### src/rtl/core/mcdt_pkg.sv
// Shared types and constants for the multi-channel down timer.
`timescale 1ns / 1ps

package mcdt_pkg;

    // Field widths fixed by the command and result word formats.
    localparam int CMD_W  = 4;
    localparam int ID_W   = 4;
    localparam int VAL_W  = 16;
    localparam int KIND_W = 2;

    // At most this many expiry events are reported for one tick.
    localparam int MAX_EVENTS = 16;
    localparam int EV_W       = 5;

    // Command codes.
    localparam logic [CMD_W-1:0] CMD_TICK        = 4'd0;
    localparam logic [CMD_W-1:0] CMD_ARM         = 4'd1;
    localparam logic [CMD_W-1:0] CMD_SET_ENABLE  = 4'd2;
    localparam logic [CMD_W-1:0] CMD_RESTART     = 4'd3;
    localparam logic [CMD_W-1:0] CMD_LOAD_COUNT  = 4'd4;
    localparam logic [CMD_W-1:0] CMD_SET_RELOAD  = 4'd5;
    localparam logic [CMD_W-1:0] CMD_READ_COUNT  = 4'd6;
    localparam logic [CMD_W-1:0] CMD_READ_RELOAD = 4'd7;
    localparam logic [CMD_W-1:0] CMD_READ_FLAG   = 4'd8;
    localparam logic [CMD_W-1:0] CMD_READ_CLEAR  = 4'd9;
    localparam logic [CMD_W-1:0] CMD_CLEAR_FLAG  = 4'd10;
    localparam logic [CMD_W-1:0] CMD_READ_ENABLE = 4'd11;
    localparam logic [CMD_W-1:0] CMD_DISARM      = 4'd12;

    // Result kinds.
    localparam logic [KIND_W-1:0] KIND_REPLY  = 2'd0;
    localparam logic [KIND_W-1:0] KIND_EXPIRY = 2'd1;
    localparam logic [KIND_W-1:0] KIND_DONE   = 2'd2;

    // One command word.
    typedef struct packed {
        logic [CMD_W-1:0] command;
        logic [ID_W-1:0]  timer_id;
        logic [VAL_W-1:0] time_value;
        logic [VAL_W-1:0] reload_value;
        logic             periodic;
        logic             enable;
    } cmd_word_t;

    // One result word.
    typedef struct packed {
        logic [KIND_W-1:0] kind;
        logic [ID_W-1:0]   timer_id_res;
        logic [VAL_W-1:0]  value;
        logic              flag;
        logic              running;
        logic              last;
    } res_word_t;

    // Commands from the controller to the datapath.
    typedef struct packed {
        logic load;
        logic tick_start;
        logic tick_step;
        logic exec_cmd;
        logic emit_done;
    } ctrl_t;

    // Status from the datapath to the controller.
    typedef struct packed {
        logic is_tick;
        logic scan_last;
        logic emit_pending;
        logic out_free;
    } stat_t;

endpackage

### src/rtl/core/mcdt_datapath.sv
// Datapath of the down timer: channel storage, tick scan counters and result register.
`timescale 1ns / 1ps

module mcdt_datapath #(
    parameter int NUM_TIMERS  = 16,
    parameter int COUNT_WIDTH = 16
) (
    input  logic               clk,
    input  logic               rst_n,
    input  mcdt_pkg::cmd_word_t cmd_word,
    input  logic               res_ready,
    output logic               res_valid,
    output mcdt_pkg::res_word_t res_word,
    input  mcdt_pkg::ctrl_t    ctrl,
    output mcdt_pkg::stat_t    stat
);

    localparam int IW = (NUM_TIMERS > 1) ? $clog2(NUM_TIMERS) : 1;
    localparam int CW = COUNT_WIDTH;

    // Latched command word.
    mcdt_pkg::cmd_word_t cmd_reg;

    // Tick scan state.
    logic [IW-1:0]                 idx_reg, idx_next;
    logic [mcdt_pkg::EV_W-1:0]     ev_cnt_reg, ev_cnt_next;
    logic [mcdt_pkg::VAL_W-1:0]    exp_cnt_reg, exp_cnt_next;

    // Channel storage: count and reload in a memory, flags in flip-flops.
    logic [2*CW-1:0]               mem [NUM_TIMERS];
    logic [2*CW-1:0]               rd_data_reg;
    logic                          rd_vld_reg;
    logic [NUM_TIMERS-1:0]         vld_reg, per_reg, en_reg, flag_reg;

    // Result register.
    logic                          res_valid_reg, res_valid_next;
    mcdt_pkg::res_word_t           res_word_reg, res_word_next;

    logic [31:0]   id32, tv32, rv32, idx32, reply32, ev32;
    logic [IW-1:0] cmd_addr, act_addr, rd_addr;
    logic          in_range, is_tick, scan_last;
    logic [CW-1:0] tv, rv, cur_count, cur_reload;
    logic          cur_per, cur_en, cur_flag;

    // Command results.
    logic [CW-1:0] c_count, c_reload;
    logic          c_per, c_en, c_flag, show_reload;

    // Tick results.
    logic [CW-1:0] t_dec, t_count;
    logic          t_active, t_expire, t_en, t_flag, emit_pending;

    // Write-back values.
    logic          wr_en;
    logic [CW-1:0] w_count, w_reload;
    logic          w_per, w_en, w_flag;
    logic          out_free;

    // Decode of the latched command.
    assign id32      = 32'(cmd_reg.timer_id);
    assign cmd_addr  = id32[IW-1:0];
    assign in_range  = id32 < 32'(NUM_TIMERS);
    assign is_tick   = (cmd_reg.command == mcdt_pkg::CMD_TICK);
    assign tv32      = 32'(cmd_reg.time_value);
    assign rv32      = 32'(cmd_reg.reload_value);
    assign tv        = tv32[CW-1:0];
    assign rv        = rv32[CW-1:0];
    assign idx32     = 32'(idx_reg);
    assign scan_last = (idx32 == 32'(NUM_TIMERS - 1));
    assign act_addr  = is_tick ? idx_reg : cmd_addr;

    // Read address: look one channel ahead while the scan advances.
    always_comb
    begin
        if (!is_tick)
        begin
            rd_addr = cmd_addr;
        end
        else if (ctrl.tick_start)
        begin
            rd_addr = '0;
        end
        else if (ctrl.tick_step && !scan_last)
        begin
            rd_addr = idx_reg + IW'(1);
        end
        else
        begin
            rd_addr = idx_reg;
        end
    end

    // Current channel state; an entry never written reads as zero.
    assign cur_count  = rd_vld_reg ? rd_data_reg[CW-1:0] : '0;
    assign cur_reload = rd_vld_reg ? rd_data_reg[2*CW-1:CW] : '0;
    assign cur_per    = per_reg[act_addr];
    assign cur_en     = en_reg[act_addr];
    assign cur_flag   = flag_reg[act_addr];

    // Effect of a channel command.
    always_comb
    begin
        c_count     = cur_count;
        c_reload    = cur_reload;
        c_per       = cur_per;
        c_en        = cur_en;
        c_flag      = cur_flag;
        show_reload = 1'b0;
        unique case (cmd_reg.command)
            mcdt_pkg::CMD_ARM:
            begin
                c_count  = tv;
                c_reload = rv;
                c_per    = cmd_reg.periodic;
                c_flag   = 1'b0;
                c_en     = cmd_reg.enable;
            end
            mcdt_pkg::CMD_SET_ENABLE:
            begin
                c_en = cmd_reg.enable;
            end
            mcdt_pkg::CMD_RESTART:
            begin
                c_count = cur_reload;
                c_flag  = 1'b0;
                c_en    = 1'b1;
            end
            mcdt_pkg::CMD_LOAD_COUNT:
            begin
                c_count = tv;
                c_flag  = 1'b0;
                c_en    = cmd_reg.enable;
            end
            mcdt_pkg::CMD_SET_RELOAD:
            begin
                c_reload    = rv;
                show_reload = 1'b1;
            end
            mcdt_pkg::CMD_READ_RELOAD:
            begin
                show_reload = 1'b1;
            end
            mcdt_pkg::CMD_READ_CLEAR, mcdt_pkg::CMD_CLEAR_FLAG:
            begin
                c_flag = 1'b0;
            end
            mcdt_pkg::CMD_DISARM:
            begin
                c_count  = '0;
                c_reload = '0;
                c_per    = 1'b0;
                c_en     = 1'b0;
                c_flag   = 1'b0;
            end
            mcdt_pkg::CMD_READ_COUNT, mcdt_pkg::CMD_READ_FLAG,
            mcdt_pkg::CMD_READ_ENABLE:
            begin
                show_reload = 1'b0;
            end
            default:
            begin
                show_reload = 1'b0;
            end
        endcase
    end

    // Effect of a tick on the channel under the scan.
    assign t_active     = cur_en && (cur_count != '0);
    assign t_dec        = cur_count - CW'(1);
    assign t_expire     = t_active && (t_dec == '0);
    assign t_count      = t_expire ? (cur_per ? cur_reload : '0)
                                   : (t_active ? t_dec : cur_count);
    assign t_en         = (t_expire && !cur_per) ? 1'b0 : cur_en;
    assign t_flag       = t_expire ? 1'b1 : cur_flag;
    assign emit_pending = t_expire && (ev_cnt_reg < mcdt_pkg::EV_W'(mcdt_pkg::MAX_EVENTS));

    // Write-back selection.
    assign wr_en    = (ctrl.exec_cmd && in_range) || ctrl.tick_step;
    assign w_count  = is_tick ? t_count : c_count;
    assign w_reload = is_tick ? cur_reload : c_reload;
    assign w_per    = is_tick ? cur_per : c_per;
    assign w_en     = is_tick ? t_en : c_en;
    assign w_flag   = is_tick ? t_flag : c_flag;

    // Count and reload memory with a registered read port.
    always_ff @(posedge clk)
    begin
        if (wr_en)
        begin
            mem[act_addr] <= {w_reload, w_count};
        end
        rd_data_reg <= mem[rd_addr];
        if (ctrl.load)
        begin
            cmd_reg <= cmd_word;
        end
        res_word_reg <= res_word_next;
    end

    // Per-channel flag bits and the valid bit of each memory entry.
    always_ff @(posedge clk or negedge rst_n)
    begin
        if (!rst_n)
        begin
            vld_reg    <= '0;
            per_reg    <= '0;
            en_reg     <= '0;
            flag_reg   <= '0;
            rd_vld_reg <= 1'b0;
        end
        else
        begin
            rd_vld_reg <= vld_reg[rd_addr];
            if (wr_en)
            begin
                vld_reg[act_addr]  <= 1'b1;
                per_reg[act_addr]  <= w_per;
                en_reg[act_addr]   <= w_en;
                flag_reg[act_addr] <= w_flag;
            end
        end
    end

    // Scan index, event count and saturating expiry count.
    always_comb
    begin
        idx_next     = idx_reg;
        ev_cnt_next  = ev_cnt_reg;
        exp_cnt_next = exp_cnt_reg;
        if (ctrl.tick_start)
        begin
            idx_next     = '0;
            ev_cnt_next  = '0;
            exp_cnt_next = '0;
        end
        else if (ctrl.tick_step)
        begin
            idx_next = idx_reg + IW'(1);
            if (t_expire && (exp_cnt_reg != '1))
            begin
                exp_cnt_next = exp_cnt_reg + 16'd1;
            end
            if (emit_pending)
            begin
                ev_cnt_next = ev_cnt_reg + mcdt_pkg::EV_W'(1);
            end
        end
    end

    always_ff @(posedge clk or negedge rst_n)
    begin
        if (!rst_n)
        begin
            idx_reg       <= '0;
            ev_cnt_reg    <= '0;
            exp_cnt_reg   <= '0;
            res_valid_reg <= 1'b0;
        end
        else
        begin
            idx_reg       <= idx_next;
            ev_cnt_reg    <= ev_cnt_next;
            exp_cnt_reg   <= exp_cnt_next;
            res_valid_reg <= res_valid_next;
        end
    end

    // Result word assembly; the controller only emits when the register is free.
    assign out_free = !res_valid_reg || res_ready;
    assign reply32  = 32'(show_reload ? c_reload : c_count);
    assign ev32     = 32'(t_count);

    always_comb
    begin
        res_word_next  = res_word_reg;
        res_valid_next = res_valid_reg && !res_ready;
        if (ctrl.exec_cmd)
        begin
            res_valid_next             = 1'b1;
            res_word_next.kind         = mcdt_pkg::KIND_REPLY;
            res_word_next.timer_id_res = cmd_reg.timer_id;
            res_word_next.last         = 1'b1;
            if (in_range)
            begin
                res_word_next.value   = reply32[mcdt_pkg::VAL_W-1:0];
                res_word_next.flag    = cur_flag;
                res_word_next.running = c_en;
            end
            else
            begin
                res_word_next.value   = '0;
                res_word_next.flag    = 1'b0;
                res_word_next.running = 1'b0;
            end
        end
        else if (ctrl.tick_step && emit_pending)
        begin
            res_valid_next             = 1'b1;
            res_word_next.kind         = mcdt_pkg::KIND_EXPIRY;
            res_word_next.timer_id_res = idx32[mcdt_pkg::ID_W-1:0];
            res_word_next.value        = ev32[mcdt_pkg::VAL_W-1:0];
            res_word_next.flag         = 1'b1;
            res_word_next.running      = t_en;
            res_word_next.last         = 1'b0;
        end
        else if (ctrl.emit_done)
        begin
            res_valid_next             = 1'b1;
            res_word_next.kind         = mcdt_pkg::KIND_DONE;
            res_word_next.timer_id_res = '0;
            res_word_next.value        = exp_cnt_reg;
            res_word_next.flag         = 1'b0;
            res_word_next.running      = 1'b0;
            res_word_next.last         = 1'b1;
        end
    end

    assign res_valid = res_valid_reg;
    assign res_word  = res_word_reg;

    // Status back to the controller.
    assign stat.is_tick      = is_tick;
    assign stat.scan_last    = scan_last;
    assign stat.emit_pending = emit_pending;
    assign stat.out_free     = out_free;

endmodule

### src/rtl/core/mcdt_ctrl.sv
// Controller state machine of the down timer: command sequencing and tick scan.
`timescale 1ns / 1ps

module mcdt_ctrl (
    input  logic            clk,
    input  logic            rst_n,
    input  logic            cmd_valid,
    output logic            cmd_ready,
    input  mcdt_pkg::stat_t stat,
    output mcdt_pkg::ctrl_t ctrl
);

    typedef enum logic [4:0] {
        S_IDLE = 5'b00001,
        S_READ = 5'b00010,
        S_CMD  = 5'b00100,
        S_TICK = 5'b01000,
        S_DONE = 5'b10000
    } state_t;

    state_t state_reg, state_next;

    // Next state and datapath commands.
    always_comb
    begin
        state_next = state_reg;
        ctrl       = '0;
        cmd_ready  = 1'b0;
        unique case (state_reg)
            S_IDLE:
            begin
                cmd_ready = 1'b1;
                if (cmd_valid)
                begin
                    ctrl.load  = 1'b1;
                    state_next = S_READ;
                end
            end
            S_READ:
            begin
                // Channel state is fetched here; a tick also clears its counters.
                if (stat.is_tick)
                begin
                    ctrl.tick_start = 1'b1;
                    state_next      = S_TICK;
                end
                else
                begin
                    state_next = S_CMD;
                end
            end
            S_CMD:
            begin
                if (stat.out_free)
                begin
                    ctrl.exec_cmd = 1'b1;
                    state_next    = S_IDLE;
                end
            end
            S_TICK:
            begin
                // Hold the scan while an expiry event waits for the result register.
                if (stat.out_free || !stat.emit_pending)
                begin
                    ctrl.tick_step = 1'b1;
                    if (stat.scan_last)
                    begin
                        state_next = S_DONE;
                    end
                end
            end
            S_DONE:
            begin
                if (stat.out_free)
                begin
                    ctrl.emit_done = 1'b1;
                    state_next     = S_IDLE;
                end
            end
            default:
            begin
                state_next = S_IDLE;
            end
        endcase
    end

    always_ff @(posedge clk or negedge rst_n)
    begin
        if (!rst_n)
        begin
            state_reg <= S_IDLE;
        end
        else
        begin
            state_reg <= state_next;
        end
    end

endmodule

### src/rtl/core/multi_channel_down_timer.sv
// Top level of the multi-channel down timer: controller and datapath.
//
//   Channel   Direction  Word type   Handshake
//   cmd       in         cmd_word_t  cmd_valid / cmd_ready
//   res       out        res_word_t  res_valid / res_ready
//
// A channel command goes from acceptance to its reply in the result register
// through accept, memory read and execute. A tick scans the channels in order
// through the read port and the write port of the count and reload memory, one
// channel per cycle unless an expiry event waits for a stalled result register.
// Reset clears every channel to count 0, reload 0, one-shot, disabled, flag clear.
// A stalled result register holds the scan at the next expiring channel.
`timescale 1ns / 1ps

module multi_channel_down_timer #(
    parameter int NUM_TIMERS  = 16,
    parameter int COUNT_WIDTH = 16
) (
    input  logic                clk,
    input  logic                rst_n,
    input  logic                cmd_valid,
    output logic                cmd_ready,
    input  mcdt_pkg::cmd_word_t cmd_word,
    output logic                res_valid,
    input  logic                res_ready,
    output mcdt_pkg::res_word_t res_word
);

    mcdt_pkg::ctrl_t ctrl;
    mcdt_pkg::stat_t stat;

    // Sequencing.
    mcdt_ctrl u_ctrl (
        .clk       (clk),
        .rst_n     (rst_n),
        .cmd_valid (cmd_valid),
        .cmd_ready (cmd_ready),
        .stat      (stat),
        .ctrl      (ctrl)
    );

    // Storage and arithmetic.
    mcdt_datapath #(
        .NUM_TIMERS  (NUM_TIMERS),
        .COUNT_WIDTH (COUNT_WIDTH)
    ) u_datapath (
        .clk       (clk),
        .rst_n     (rst_n),
        .cmd_word  (cmd_word),
        .res_ready (res_ready),
        .res_valid (res_valid),
        .res_word  (res_word),
        .ctrl      (ctrl),
        .stat      (stat)
    );

endmodule

### config.mk
export PLATFORM = sky130hd
export DESIGN_NAME = multi_channel_down_timer
export DESIGN_NICKNAME = d
export VERILOG_FILES = /design/src/rtl/core/mcdt_pkg.sv /design/src/rtl/core/mcdt_datapath.sv /design/src/rtl/core/mcdt_ctrl.sv /design/src/rtl/core/multi_channel_down_timer.sv
export SDC_FILE = /design/constraint.sdc
export NUM_CORES = 1
export LEC_CHECK = 0
export ABC_AREA = 1
export BUFFER_PORTS_ARGS = -buffer_cell sky130_fd_sc_hd__buf_2
export CAP_MARGIN = 10
export CORE_UTILIZATION = 35
export DETAILED_ROUTE_END_ITERATION = 8
export GPL_ROUTABILITY_DRIVEN = 0
export SLEW_MARGIN = 40
export SYNTH_ARGS = -nofsm -noshare
export SYNTH_HDL_FRONTEND = slang
export SYNTH_SLANG_ARGS = --single-unit
### constraint.sdc
create_clock -name clk -period 4.81 [get_ports clk]
set_clock_uncertainty 0.15 [all_clocks]
set_input_delay 1.443 -clock clk [delete_from_list [all_inputs] [get_ports clk]]
set_output_delay 1.443 -clock clk [all_outputs]
set_load 0.03 [all_outputs]
==> run_results.csv <==
group,metric,value,unit
outcome,status,"finished clean",
hold_path,hold_class,"register to register",
routing,via_per_inst,5.135,
synth,syn_inst,3153,
routing,drc,0,
global_route,globalRouteOverflowTotal,0,
pwr,p_leak,0.01504,µW
critical_path,worst_ep_arrival_time,4800,ps
critical_path,cp_top_family,"simple AND/OR/NAND/NOR gates",
cts,cts_hold_buf,0,
placement,dpl.hpwl,51600,µm
floorplan,coreArea,89870,µm²
cts,root_buffer,"clkbuf_16",
finish,drive_gt1_share,10.38,%
critical_path,start_kind,"register",
critical_path,cp_cell_sequence,"nand2_1, ha_1, inv_1, nor2_2, nand2_1, o21bai_1, nand2_1, nor2_1, nand4_1, nor2_2, nand3_4, nand3_2, nand2_1, nand3_1, nand2_4, inv_4, buf_12, buf_4, nand3_1, nand3_1, nand3_1, nand2_1",
cts,clkLatencyLatePin,620,ps
finish,largest_reg_flops,512,
cts,cts_sinks,707,
pwr,peakVddDrop,0.5204,mV
routing,num_vias,22963,
routing,ant_nets,0,
sta,final.setup.tns,0,ps
finish,diodes,0,
sta,fin_crit_sh,92.70,%
synth,ys_warn_count,0,
sta,tightestPinTransition,866.0,ps
synth,synth-async-reset-ratio,13.58,%
run,maxCapViolations,0,
cts,htreeDepth,3,
sta,hold_ws,304.1,ps
finish,fillers,8593,
sta,rsz0062_at_grt,"no",
placement,place_ws,444.8,ps
critical_path,crit_slowest_cell,"dfrtp_2",
global_route,grt_use_total,19.23,%
critical_path,slowest_delay,560,ps
critical_path,cp_max_fo,50,
sta,fin_ws,350.9,ps
hold_path,min_to,"u_datapath.vld_reg[1]$_DFFE_PN0P_",
synth,synth_ff_type,"edfxtp_1",
synth,ys_seq_elements,707,
floorplan,start_util,35.31,%
finish,multiInputGateArea,9026,µm²
floorplan,die_w,303.1,µm
finish,final_nets,3286,
global_route,grt_pass1_vias,21950,
cts,cts_tree,"done",
sta,drv_slew,0,
critical_path,crit_start,"u_datapath.rd_vld_reg$_DFF_PN0_",
floorplan,dieArea,91880,µm²
critical_path,crit_type,"register to register",
routing,routed_wl,89060,µm
sta,setup_viol,0,
synth,ys_types,49,
sta,fin_crit,4459,ps
floorplan,ios,73,
synth,synth_area,31740,µm²
synth,synth-edff-count,576,
critical_path,r2r_slack,350,ps
finish,final_util,40.53,%
finish,seqCellArea,20400,µm²
sta,hold_viol_final,0,
synth,synth.net_count,3204,
critical_path,timing.critical_path.mode_cell,"nand2_1",
routing,first_pass_iters,6,
cts,post_cts_buffers,0,
placement,io_buffers,72,
synth,seq_area_frac_synth,64.28,%
floorplan,die_h,303.1,µm
critical_path,r2r-end,"u_datapath.rd_data_reg[0]$_DFF_P_",
routing,dr.first_iter.drc_count,2346,
global_route,antenna_found_initial,0,
sta,max_freq,224.3,MHz
cts,clk_pin_slew_worst_paths,60,ps
global_route,grt_max_degree,155,
critical_path,worstSetupEndpointType,"register",
hold_path,holdPathStages,2,
hold_path,holdCritStartpoint,"u_datapath.vld_reg[1]$_DFFE_PN0P_",
global_route,grt_pass1_wl,134000,µm
routing,wire_per_inst,19.92,µm
sta,slew_headroom,42.13,%
cts,cts.path.max_buffers,3,
critical_path,worst-path-buf-inv,4,
synth,postSynthAreaPerCell,10.07,µm²
critical_path,rr_worst_depth,22,
critical_path,cp.required,5150,ps
pwr,pwr_density_cell,656.9,nW/µm²
cts,cts_made_buffers,74,
finish,synthToLayoutAreaGrowth,14.76,%
cts,cts-resized-gates,0,
floorplan,row_count,110,
critical_path,reg2reg_from,"u_datapath.rd_vld_reg$_DFF_PN0_",
[metrics by stage]
| stage | instance area [µm²] | instances | total power, µW |
|---|---|---|---|
| after floorplan | 31740 | 3153 | 14630 |
| after global placement | 33850 | 4330 | 18050 |
| after detailed placement | 33920 | 4334 | 18090 |
| after CTS | 36390 | 4471 | 23940 |
| after global routing | 36420 | 4472 | 25180 |
| final | 36420 | 4472 | 23930 |
[placed cells by master, fill, tap and decap left out, types with 14 or more instances in the layout]
cell type    n
a31oi_1     16
buf_12      14
buf_2       71
buf_4       80
clkbuf_1    19
clkbuf_16   75
dfrtp_1     94
dfxtp_1     35
edfxtp_1   576
inv_1      442
nand2_1    710
nand3_1    649
nand3b_1    69
nand4_1     14
nor2_1      71
nor2_4      19
o21ai_0    113
o221ai_1    26
o22ai_1     18
xor2_1      19
[worst max-delay path by stage]
stage | to | cells past startpoint | slack (ps)
2_1_floorplan | u_datapath.cmd_addr[0]$_DFFE_PP_ | 8 | 450
3_3_place_gp | u_datapath.rd_data_reg[0]$_DFF_P_ | 16 | 520
3_5_place_dp | u_datapath.rd_data_reg[0]$_DFF_P_ | 22 | 440
4_1_cts | u_datapath.rd_data_reg[0]$_DFF_P_ | 22 | 420
5_1_grt | u_datapath.rd_data_reg[0]$_DFF_P_ | 22 | 40
6_report | u_datapath.rd_data_reg[0]$_DFF_P_ | 22 | 350
[where the power goes]
group,internal [µW],total (µW),switching [µW]
clock network,3440,5840,2410
logic,2520,9220,6700
registers,8390,8870,477
[cell families (layout without fill, tap and decap cells)]
kind of cell | count (synthesis) | in the layout | share of synthesized area [%]
AND/OR/NAND/NOR | 1572 | 1572 | 22.70
adder cells (fa/ha/maj) | 5 | 5 | 0.1971
multiplexers | 6 | 6 | 0.1892
buffers and inverters | 617 | 760 | 7.830
XOR/XNOR | 19 | 19 | 0.5243
flip-flops | 707 | 707 | 64.28
AO/OA/AOI/OAI | 227 | 227 | 4.278
[worst reg2reg max path, cell delays in order, from the launching register on]
cell      delay, ps
dfrtp_2         560
nand2_1         270
ha_1            280
inv_1            90
nor2_2          190
nand2_1          90
o21bai_1        190
nand2_1         100
nor2_1          110
nand4_1         130
nor2_2          270
nand3_4         140
nand3_2         100
nand2_1          50
nand3_1         110
nand2_4         110
inv_4           260
buf_12          330
buf_4           280
nand3_1          90
nand3_1          80
nand3_1          80
nand2_1         270
[cell usage after synthesis, drive strengths merged (11+ instances only)]
| library cell | count | area share (%) |
|---|---|---|
| nand2 | 723 | 8.8 |
| nand3 | 654 | 10 |
| edfxtp | 576 | 55 |
| inv | 447 | 5.3 |
| o21ai | 128 | 2.0 |
| buf | 115 | 1.9 |
| nor2 | 96 | 1.3 |
| dfrtp | 95 | 7.5 |
| nand3b | 69 | 1.6 |
| clkbuf | 52 | 0.62 |
| dfxtp | 35 | 2.2 |
| o221ai | 26 | 0.72 |
| xor2 | 19 | 0.52 |
| o22ai | 18 | 0.35 |
| a31oi | 16 | 0.32 |
| nand4 | 14 | 0.28 |
| a21oi | 13 | 0.22 |
| nor3 | 12 | 0.20 |
| o211ai | 11 | 0.26 |
[final cells by class]
type | instances | share of cell area, %
Tap cell | 1176 | 4.040
Timing Repair Buffer | 173 | 3.727
Clock inverter | 36 | 1.178
Clock buffer | 101 | 5.613
Sequential cell | 707 | 56.02
Multi-Input combinational cell | 1829 | 24.78
Inverter | 450 | 4.644
[metal layers]
metal / global-route usage, % / share of wire [%] / vias to the layer above
met5: 0 / 0 / -
met3: 3.198 / 6.8 / 162
met1: 26.21 / 43 / 11136
met2: 30.70 / 47 / 830
met4: 7.286 / 3.5 / 0
li1: - / - / 10835
Note: power is estimated with default switching activity, not from simulation.
